--- src/hw/rtl/dtp_pkg.sv ---
// ----------------------------------------------------------------------------
// Distance to tone period - package
// Types, constants and lookup tables shared by the tone period core.
// ----------------------------------------------------------------------------
`default_nettype none

package dtp_pkg;

    localparam int unsigned NUM_KEYS      = 12;
    localparam int unsigned SCALE_DEGREES = 8;

    localparam logic [7:0]  LOW_DISTANCE  = 8'd3;
    localparam logic [7:0]  HIGH_DISTANCE = 8'd10;
    localparam logic [15:0] PERIOD_MAX    = 16'hFFFF;

    // 3 MHz * 23 nominal degrees, scaled by 2^23 for the ROM formats
    localparam int unsigned NUM_W  = 50;
    localparam logic [NUM_W-1:0] PERIOD_NUM = 50'd578813952000000;

    // Quotient never exceeds 2^19 for any legal denominator
    localparam int unsigned QUO_W  = 19;
    localparam int unsigned DEN_W  = 40;
    localparam int unsigned CNT_W  = 5;

    // Shared multiplier operand widths
    localparam int unsigned MUL_A_W = 34;
    localparam int unsigned MUL_B_W = 17;
    localparam int unsigned MUL_P_W = MUL_A_W + MUL_B_W;

    // Configuration port
    localparam int unsigned CFG_IDX_W  = 1;
    localparam int unsigned CFG_DATA_W = 9;
    localparam logic [CFG_IDX_W-1:0] CFG_KEY_SELECT = 1'b0;
    localparam logic [CFG_IDX_W-1:0] CFG_VOLUME     = 1'b1;
    localparam logic [8:0] VOLUME_RESET = 9'd128;

    typedef enum logic [2:0] {
        ST_IDLE,
        ST_MUL_BR,
        ST_MUL_T,
        ST_DIV_GO,
        ST_DIV_WAIT,
        ST_MUL_V,
        ST_LOAD
    } state_t;

    // Divider status seen by the sequencer
    typedef struct packed {
        logic busy;
        logic done;
    } div_stat_t;

    // Semitone step of each major-scale degree
    function automatic logic [3:0] degree_step(input logic [2:0] degree);
        logic [3:0] step;
        unique case (degree)
            3'd0:    step = 4'd0;
            3'd1:    step = 4'd2;
            3'd2:    step = 4'd4;
            3'd3:    step = 4'd5;
            3'd4:    step = 4'd7;
            3'd5:    step = 4'd9;
            3'd6:    step = 4'd11;
            default: step = 4'd12;
        endcase
        return step;
    endfunction

    // Key base frequency, Hz in Q9.8
    function automatic logic [16:0] base_rom(input logic [3:0] key);
        logic [16:0] f;
        unique case (key)
            4'd0:    f = 17'd56320;
            4'd1:    f = 17'd59668;
            4'd2:    f = 17'd63212;
            4'd3:    f = 17'd66977;
            4'd4:    f = 17'd70958;
            4'd5:    f = 17'd75177;
            4'd6:    f = 17'd79649;
            4'd7:    f = 17'd84385;
            4'd8:    f = 17'd89403;
            4'd9:    f = 17'd94717;
            4'd10:   f = 17'd100352;
            4'd11:   f = 17'd106317;
            default: f = 17'd56320;
        endcase
        return f;
    endfunction

    // Ratio 2^(step/12) in Q2.15
    function automatic logic [16:0] ratio_rom(input logic [3:0] step);
        logic [16:0] r;
        unique case (step)
            4'd0:    r = 17'd32768;
            4'd1:    r = 17'd34716;
            4'd2:    r = 17'd36781;
            4'd3:    r = 17'd38968;
            4'd4:    r = 17'd41285;
            4'd5:    r = 17'd43740;
            4'd6:    r = 17'd46341;
            4'd7:    r = 17'd49097;
            4'd8:    r = 17'd52016;
            4'd9:    r = 17'd55109;
            4'd10:   r = 17'd58386;
            4'd11:   r = 17'd61858;
            4'd12:   r = 17'd65536;
            default: r = 17'd32768;
        endcase
        return r;
    endfunction

endpackage

`default_nettype wire

--- src/hw/rtl/dtp_mul.sv ---
// ----------------------------------------------------------------------------
// Distance to tone period - shared multiplier
// One registered multiplier reused for every product of the sequence.
// ----------------------------------------------------------------------------
`default_nettype none

module dtp_mul (
    input  logic                         clk,
    input  logic                         en,
    input  logic [dtp_pkg::MUL_A_W-1:0]  op_a,
    input  logic [dtp_pkg::MUL_B_W-1:0]  op_b,
    output logic [dtp_pkg::MUL_P_W-1:0]  prod
);
    import dtp_pkg::*;

    logic [MUL_P_W-1:0] prod_reg;

    // Register the product when the sequencer issues an operation
    always_ff @(posedge clk)
    begin
        if (en)
        begin
            prod_reg <= MUL_P_W'(op_a) * MUL_P_W'(op_b);
        end
    end

    assign prod = prod_reg;

endmodule

`default_nettype wire

--- src/hw/rtl/dtp_div.sv ---
// ----------------------------------------------------------------------------
// Distance to tone period - iterative divider
// Restoring divider of the fixed period numerator, one quotient bit a cycle.
// ----------------------------------------------------------------------------
`default_nettype none

module dtp_div (
    input  logic                        clk,
    input  logic                        rst_n,
    input  logic                        start,
    input  logic [dtp_pkg::DEN_W-1:0]   den,
    output dtp_pkg::div_stat_t          stat,
    output logic [dtp_pkg::QUO_W-1:0]   quotient
);
    import dtp_pkg::*;

    localparam logic [QUO_W-1:0] NUM_LOW = PERIOD_NUM[QUO_W-1:0];

    logic [DEN_W-1:0] rem_reg,  rem_next;
    logic [DEN_W-1:0] den_reg,  den_next;
    logic [QUO_W-1:0] quo_reg,  quo_next;
    logic [CNT_W-1:0] cnt_reg,  cnt_next;
    logic             busy_reg, busy_next;
    logic             done_reg, done_next;

    logic [CNT_W-1:0] bit_idx;
    logic [DEN_W:0]   trial;
    logic             ge;

    // Bring down the next numerator bit and compare with the divisor
    always_comb
    begin
        bit_idx = cnt_reg - CNT_W'(1);
        trial   = {rem_reg, NUM_LOW[bit_idx]};
        ge      = (trial >= {1'b0, den_reg});
    end

    // Step the division
    always_comb
    begin
        rem_next  = rem_reg;
        den_next  = den_reg;
        quo_next  = quo_reg;
        cnt_next  = cnt_reg;
        busy_next = busy_reg;
        done_next = 1'b0;
        if (start)
        begin
            rem_next  = DEN_W'(PERIOD_NUM[NUM_W-1:QUO_W]);
            den_next  = den;
            quo_next  = '0;
            cnt_next  = CNT_W'(QUO_W);
            busy_next = 1'b1;
        end
        else if (busy_reg)
        begin
            rem_next = ge ? DEN_W'(trial - {1'b0, den_reg}) : trial[DEN_W-1:0];
            quo_next = {quo_reg[QUO_W-2:0], ge};
            cnt_next = cnt_reg - CNT_W'(1);
            if (cnt_reg == CNT_W'(1))
            begin
                busy_next = 1'b0;
                done_next = 1'b1;
            end
        end
    end

    // Hold control state
    always_ff @(posedge clk or negedge rst_n)
    begin
        if (!rst_n)
        begin
            cnt_reg  <= '0;
            busy_reg <= 1'b0;
            done_reg <= 1'b0;
        end
        else
        begin
            cnt_reg  <= cnt_next;
            busy_reg <= busy_next;
            done_reg <= done_next;
        end
    end

    // Hold datapath
    always_ff @(posedge clk)
    begin
        rem_reg <= rem_next;
        den_reg <= den_next;
        quo_reg <= quo_next;
    end

    assign stat.busy = busy_reg;
    assign stat.done = done_reg;
    assign quotient  = quo_reg;

endmodule

`default_nettype wire

--- src/hw/rtl/distance_to_tone_period_core.sv ---
// ----------------------------------------------------------------------------
// Distance to tone period - core
// Turns a hand distance and temperature into a speaker timer period,
// a duty compare value and the note within the selected key.
// ----------------------------------------------------------------------------
// Usage:
//   Input channel (in_valid/in_ready) carries distance_inches and temperature.
//   Output channel (out_valid/out_ready) carries one result per input.
//   Configuration channel (cfg_valid/cfg_ready, cfg_index, cfg_data) writes
//   key_select (index 0) and volume_fraction (index 1); it is always ready.
//   An in-range distance with non-zero temperature steps through MUL_BR,
//   MUL_T, DIV_GO, DIV_WAIT, MUL_V and LOAD; any other input goes straight
//   to MUL_V and LOAD. The divider produces one quotient bit per cycle; the
//   shared multiplier is registered and forms each of its three products.
//   in_ready is high only while the sequencer is idle, so one item is in
//   work at a time. A finished result sits in the output register; the next
//   input is taken while it waits, and a new result holds in the sequencer
//   until the receiver takes the previous one.
//   Reset: key A, volume 128/256, stored previous distance 0, no result.
// ----------------------------------------------------------------------------
`default_nettype none

module distance_to_tone_period_core (
    input  logic                             clk,
    input  logic                             rst_n,
    input  logic                             in_valid,
    output logic                             in_ready,
    input  logic [7:0]                       distance_inches,
    input  logic [6:0]                       temperature,
    output logic                             out_valid,
    input  logic                             out_ready,
    output logic [15:0]                      tone_period,
    output logic [15:0]                      duty_compare,
    output logic [2:0]                       scale_degree,
    output logic [3:0]                       note_in_key,
    output logic                             in_range,
    output logic                             pitch_changed,
    input  logic                             cfg_valid,
    output logic                             cfg_ready,
    input  logic [dtp_pkg::CFG_IDX_W-1:0]    cfg_index,
    input  logic [dtp_pkg::CFG_DATA_W-1:0]   cfg_data
);
    import dtp_pkg::*;

    state_t state_reg, state_next;

    logic [3:0]  key_reg,    key_next;
    logic [8:0]  vol_reg,    vol_next;
    logic [7:0]  prev_reg,   prev_next;
    logic [3:0]  keff_reg,   keff_next;
    logic [3:0]  step_reg,   step_next;
    logic [6:0]  temp_reg,   temp_next;
    logic [2:0]  degree_reg, degree_next;
    logic [3:0]  note_reg,   note_next;
    logic        inr_reg,    inr_next;
    logic        chg_reg,    chg_next;
    logic [15:0] period_reg, period_next;

    logic        out_valid_reg, out_valid_next;
    logic [15:0] o_period_reg,  o_period_next;
    logic [15:0] o_duty_reg,    o_duty_next;
    logic [2:0]  o_degree_reg,  o_degree_next;
    logic [3:0]  o_note_reg,    o_note_next;
    logic        o_inr_reg,     o_inr_next;
    logic        o_chg_reg,     o_chg_next;

    logic               mul_en;
    logic [MUL_A_W-1:0] mul_a;
    logic [MUL_B_W-1:0] mul_b;
    logic [MUL_P_W-1:0] mul_p;

    logic               div_start;
    div_stat_t          div_stat;
    logic [QUO_W-1:0]   div_q;

    logic        in_fire;
    logic        cfg_fire;
    logic        win;
    logic [2:0]  degree_c;
    logic [3:0]  step_c;
    logic [3:0]  keff_c;
    logic [4:0]  note_sum;
    logic [3:0]  note_c;

    assign in_ready  = (state_reg == ST_IDLE);
    assign cfg_ready = 1'b1;
    assign in_fire   = in_valid && in_ready;
    assign cfg_fire  = cfg_valid && cfg_ready;

    // Decode the incoming distance into degree, step and note
    always_comb
    begin
        win      = (distance_inches >= LOW_DISTANCE) && (distance_inches <= HIGH_DISTANCE);
        degree_c = 3'(distance_inches - LOW_DISTANCE);
        step_c   = degree_step(degree_c);
        keff_c   = (key_reg < 4'(NUM_KEYS)) ? key_reg : 4'd0;
        note_sum = {1'b0, keff_c} + {1'b0, step_c};
        note_c   = (note_sum >= 5'(NUM_KEYS)) ? 4'(note_sum - 5'(NUM_KEYS))
                                               : note_sum[3:0];
    end

    // Select multiplier operands for the current step
    always_comb
    begin
        mul_en = 1'b0;
        mul_a  = '0;
        mul_b  = '0;
        unique case (state_reg)
            ST_MUL_BR:
            begin
                mul_en = 1'b1;
                mul_a  = MUL_A_W'(base_rom(keff_reg));
                mul_b  = ratio_rom(step_reg);
            end
            ST_MUL_T:
            begin
                mul_en = 1'b1;
                mul_a  = mul_p[MUL_A_W-1:0];
                mul_b  = MUL_B_W'(temp_reg);
            end
            ST_MUL_V:
            begin
                mul_en = 1'b1;
                mul_a  = MUL_A_W'(period_reg);
                mul_b  = MUL_B_W'(vol_reg);
            end
            default:
            begin
                mul_en = 1'b0;
            end
        endcase
    end

    // Sequencer: next state, working registers and output register
    always_comb
    begin
        state_next     = state_reg;
        key_next       = key_reg;
        vol_next       = vol_reg;
        prev_next      = prev_reg;
        keff_next      = keff_reg;
        step_next      = step_reg;
        temp_next      = temp_reg;
        degree_next    = degree_reg;
        note_next      = note_reg;
        inr_next       = inr_reg;
        chg_next       = chg_reg;
        period_next    = period_reg;
        out_valid_next = out_valid_reg;
        o_period_next  = o_period_reg;
        o_duty_next    = o_duty_reg;
        o_degree_next  = o_degree_reg;
        o_note_next    = o_note_reg;
        o_inr_next     = o_inr_reg;
        o_chg_next     = o_chg_reg;
        div_start      = 1'b0;

        // Apply configuration writes
        if (cfg_fire)
        begin
            unique case (cfg_index)
                CFG_KEY_SELECT: key_next = cfg_data[3:0];
                CFG_VOLUME:     vol_next = cfg_data;
                default:        vol_next = vol_reg;
            endcase
        end

        // Drop the result once the receiver takes it
        if (out_valid_reg && out_ready)
        begin
            out_valid_next = 1'b0;
        end

        unique case (state_reg)
            ST_IDLE:
            begin
                if (in_fire)
                begin
                    chg_next  = (distance_inches != prev_reg);
                    temp_next = temperature;
                    keff_next = keff_c;
                    step_next = step_c;
                    inr_next  = win;
                    if (win)
                    begin
                        prev_next   = distance_inches;
                        degree_next = degree_c;
                        note_next   = note_c;
                        if (temperature == 7'd0)
                        begin
                            period_next = PERIOD_MAX;
                            state_next  = ST_MUL_V;
                        end
                        else
                        begin
                            state_next = ST_MUL_BR;
                        end
                    end
                    else
                    begin
                        prev_next   = 8'd0;
                        degree_next = 3'd0;
                        note_next   = 4'd0;
                        period_next = 16'd0;
                        state_next  = ST_MUL_V;
                    end
                end
            end
            ST_MUL_BR:
            begin
                state_next = ST_MUL_T;
            end
            ST_MUL_T:
            begin
                state_next = ST_DIV_GO;
            end
            ST_DIV_GO:
            begin
                div_start  = 1'b1;
                state_next = ST_DIV_WAIT;
            end
            ST_DIV_WAIT:
            begin
                if (div_stat.done)
                begin
                    period_next = (|div_q[QUO_W-1:16]) ? PERIOD_MAX : div_q[15:0];
                    state_next  = ST_MUL_V;
                end
            end
            ST_MUL_V:
            begin
                state_next = ST_LOAD;
            end
            ST_LOAD:
            begin
                // Load the result once the output register is free
                if (!out_valid_reg || out_ready)
                begin
                    out_valid_next = 1'b1;
                    o_period_next  = period_reg;
                    o_duty_next    = mul_p[24] ? PERIOD_MAX : mul_p[23:8];
                    o_degree_next  = degree_reg;
                    o_note_next    = note_reg;
                    o_inr_next     = inr_reg;
                    o_chg_next     = chg_reg;
                    state_next     = ST_IDLE;
                end
            end
            default:
            begin
                state_next = ST_IDLE;
            end
        endcase
    end

    // Hold control state
    always_ff @(posedge clk or negedge rst_n)
    begin
        if (!rst_n)
        begin
            state_reg     <= ST_IDLE;
            key_reg       <= 4'd0;
            vol_reg       <= VOLUME_RESET;
            prev_reg      <= 8'd0;
            out_valid_reg <= 1'b0;
        end
        else
        begin
            state_reg     <= state_next;
            key_reg       <= key_next;
            vol_reg       <= vol_next;
            prev_reg      <= prev_next;
            out_valid_reg <= out_valid_next;
        end
    end

    // Hold working and result payload
    always_ff @(posedge clk)
    begin
        keff_reg     <= keff_next;
        step_reg     <= step_next;
        temp_reg     <= temp_next;
        degree_reg   <= degree_next;
        note_reg     <= note_next;
        inr_reg      <= inr_next;
        chg_reg      <= chg_next;
        period_reg   <= period_next;
        o_period_reg <= o_period_next;
        o_duty_reg   <= o_duty_next;
        o_degree_reg <= o_degree_next;
        o_note_reg   <= o_note_next;
        o_inr_reg    <= o_inr_next;
        o_chg_reg    <= o_chg_next;
    end

    dtp_mul u_mul (
        .clk   (clk),
        .en    (mul_en),
        .op_a  (mul_a),
        .op_b  (mul_b),
        .prod  (mul_p)
    );

    dtp_div u_div (
        .clk      (clk),
        .rst_n    (rst_n),
        .start    (div_start),
        .den      (mul_p[DEN_W-1:0]),
        .stat     (div_stat),
        .quotient (div_q)
    );

    assign out_valid     = out_valid_reg;
    assign tone_period   = o_period_reg;
    assign duty_compare  = o_duty_reg;
    assign scale_degree  = o_degree_reg;
    assign note_in_key   = o_note_reg;
    assign in_range      = o_inr_reg;
    assign pitch_changed = o_chg_reg;

endmodule

`default_nettype wire

--- config.mk ---
export PLATFORM = sky130hd
export DESIGN_NAME = distance_to_tone_period_core
export DESIGN_NICKNAME = d
export VERILOG_FILES = /design/src/hw/rtl/dtp_pkg.sv /design/src/hw/rtl/dtp_mul.sv /design/src/hw/rtl/dtp_div.sv /design/src/hw/rtl/distance_to_tone_period_core.sv
export SDC_FILE = /design/constraint.sdc
export NUM_CORES = 2
export LEC_CHECK = 0
export BUFFER_PORTS_ARGS = -buffer_cell sky130_fd_sc_hd__buf_4
export CORE_ASPECT_RATIO = 0.9
export CORE_UTILIZATION = 46
export DETAILED_ROUTE_END_ITERATION = 7
export PLACE_DENSITY = 0.74
export SYNTH_ARGS = -nofsm -noshare
export SYNTH_HDL_FRONTEND = slang
export SYNTH_SLANG_ARGS = --single-unit
--- constraint.sdc ---
create_clock -name clk -period 7.7 [get_ports clk]
set_input_delay 1.54 -clock clk [delete_from_list [all_inputs] [get_ports clk]]
set_output_delay 1.54 -clock clk [all_outputs]
set_load 0.05 [all_outputs]
==> metrics.txt <==
worst setup path category flop to flop; clk sinks 286; critical path peak fanout 19; Clock Root Buffer clkbuf_16; number of global-route vias before repair 21700; Clock Power Share 0.108; Switching Share 0.493; Post-synth EDFFs 161; synth warn 0; Final Max Tran Viols 0; Max VDD drop 0.000404 V; Post-Syn Area 28900 sq um; Vias 21500; CP max-delay cell fa_1; layout cells sized above 1 0.0950; crit path launch type flop; max incr delay on CP 560 ps; FF-to-FF setup slack 280 ps; main area contributors after synthesis fa_1 30%, edfxtp_1 17%, inv_1 8.0%; sum of negative setup slack 0 ps; relative slew slack 0.316; clock tree buffer depth 3; cell taking the most area after synthesis fa_1; I/O Pins 74; FFs w/ async S/R, synth 0.112; Tot Pwr 13.8 mW; Final ANT Viol Nets 0; Avg Vias per Cell 5.24; dominant synthesized flop cell edfxtp_1; Comb pwr share 0.670; clk slew on worst S/H paths 60 ps; total CTS buffers 31; first-pass GRT wire length 118000 um; max-cap violations 0; 1st-pass router iterations 6; placed cell areas 31200 sq um; hold buffers post-CTS 0; Netlist cell types 87; Buf/Inv on CP 8; fin cells 4100; area share of the leading cell type in the synthesized netlist 0.297; Power Density 427 nW/um^2; Port-buffer cells 72; status finished, final reports clean; fin util 0.525; crit share post-route 0.964; sequential share of the synthesized area 0.260; Starting Density 0.468; Hold Violations, Final 0; Layout Nets 3846; synthesized flop and latch total 286; dpl cells 4034; mean area per synthesized cell 9.46 sq um; Max Clock Skew 26.7 ps; CP most frequent cell fa_1; most common cell after layout, fill and taps aside inv_1; DRC 0; HPWL after DPL 60900 um; minimum clock period 7420 ps; Die Y 240 um; NetSw 6.82 mW; Sequential Power Share 0.222; TritonCTS clock tree yes; fillcell total 5566; Clk Latency, worst-skew pair 610 ps; actual slew at the worst max-slew pin 1030 ps; gr usage total 0.240; Post-Syn Instances 3053; gpl congestion 0.981; final instance area 32400 sq um; leak pwr 15.1 nW; Die X 266 um; f_max 135 MHz; Detailed Route WL 74800 um; final setup fails 0; CP delay by family, top adder cells; antenna cells 0; Core ar. 61700 sq um; largest net degree at the start of global routing 86; Critical Path RT 8030 ps; Int Pwr 7.01 mW; critical path endpoint category flop; die area 63800 sq um; crit path DAT 7750 ps; remaining global-route overflow 0; drt wl/cell 18.3 um; DRT iter0 DRCs 1604; initial antenna violation count 0; Layout area overhead 12.1%; htree depth 1; Site Rows 86; Hold WC Path Type flop to flop; most frequent cells in the layout 614 x inv_1, 429 x fa_1, 346 x nand2_1
==> worst register-to-register path: stages (launching register included) <==
cell and delay, ps:
dfrtp_1 450, nor3b_4 250, clkbuf_16 240, nand2_1 130
o21ai_4 140, buf_12 200, nand3_1 130, fa_1 560
inv_1 60, fa_1 530, inv_1 60, fa_1 500
inv_1 60, fa_1 510, fa_1 500, inv_1 60
fa_1 470, inv_1 40, ha_2 370, nand4_1 160
buf_4 190, nor3_1 290, o2111ai_1 320, a21o_1 290
a21oi_1 270, a211o_1 180, a21oi_1 70, xnor2_1 140
==> timing repair <==
| item | in CTS | in global routing |
|---|---|---|
| resized for setup | 0 | 33 |
| setup buffers | 0 | 7 |
| endpoints found under the setup margin | 0 | 6 |
==> cells in the mapped netlist (7+ instances only) <==
cell type    n
o21a_1      54
mux2_2      14
nor3_1      24
xnor2_1     55
o22ai_1     11
inv_1      614
clkbuf_1    96
nand3_1    129
nand2b_1    16
a211oi_1    15
or2_2       24
nand4_1      7
mux2i_1     57
and2_1      14
dfxtp_1     93
ha_1       148
a21o_1      30
edfxtp_1   161
and3_1      16
o21bai_1    10
nor2_1     234
nand2_1    348
fa_1       429
a31oi_1     11
o211ai_1    10
a21boi_0     9
nor2b_1     30
dfrtp_1     31
xor2_1      24
buf_1       15
or3_1       11
a311oi_1    13
o21ai_0     75
nor4_1       7
a21oi_1    101
buf_2        7
o31ai_1      8
o21ai_1     12
==> kinds of logic (layout without fill, tap and decap cells) <==
logic type / Yosys count / in the layout / synth area share
AOI/OAI and AO/OA: 415 / 415 / 0.0944
xor gates and xnor gates: 79 / 79 / 0.0240
adders and majority gates: 577 / 577 / 0.361
buffers and inverters: 741 / 848 / 0.0984
DFF: 286 / 286 / 0.260
muxes: 71 / 71 / 0.0252
other: 2 / 106 / 0.000260
and+or+nand+nor: 882 / 882 / 0.137
==> power groups by stage <==
stage / registers [mW] / clock network [mW] / logic, mW
after detailed placement: 3.06 / 0 / 8.86
after floorplan: 2.87 / 0 / 6.35
after global routing: 3.10 / 1.58 / 10.3
after CTS: 3.04 / 1.52 / 8.91
after global placement: 3.06 / 0 / 8.73
final: 3.06 / 1.50 / 9.27
==> routing by layer <==
layer	vias to the layer above	routed length, um	GRT usage
met5	-	0	0
met1	10500	32900	0.344
met2	898	31700	0.355
met3	107	7980	0.0655
li1	9962	-	-
met4	0	2260	0.0651
==> cell type report <==
| class | count | area, sq um | share of cell area |
|---|---|---|---|
| inverter | 615 | 2310 | 0.0713 |
| tap | 836 | 1050 | 0.0323 |
| clock buffer | 43 | 872 | 0.0269 |
| timing repair buffer | 175 | 1410 | 0.0434 |
| sequential | 286 | 7500 | 0.232 |
| multi-input combinational | 2130 | 19100 | 0.590 |
| clock inverter | 15 | 158 | 0.00487 |
==> through the flow <==
step	hold WS, ps	worst slack [ps]
floorplan	400	53.0
global placement	403	300
detailed placement	408	67.0
CTS	423	4.74
global route	428	-16.9
finish	422	277
==> final timing paths <==
path / from / to / cells after the start
setup / recovery: state_reg[0] / u_mul.prod[38] / 27
hold / removal: degree_reg[0] / scale_degree[0] / 0
setup reg to reg: state_reg[0] / u_mul.prod[38] / 27
hold reg to reg: degree_reg[0] / scale_degree[0] / 0
max in group asynchronous: rst_n / state_reg[2] / 1
min in group asynchronous: rst_n / u_div.cnt_reg[4] / 1
Power figures use the tool's default switching activity.
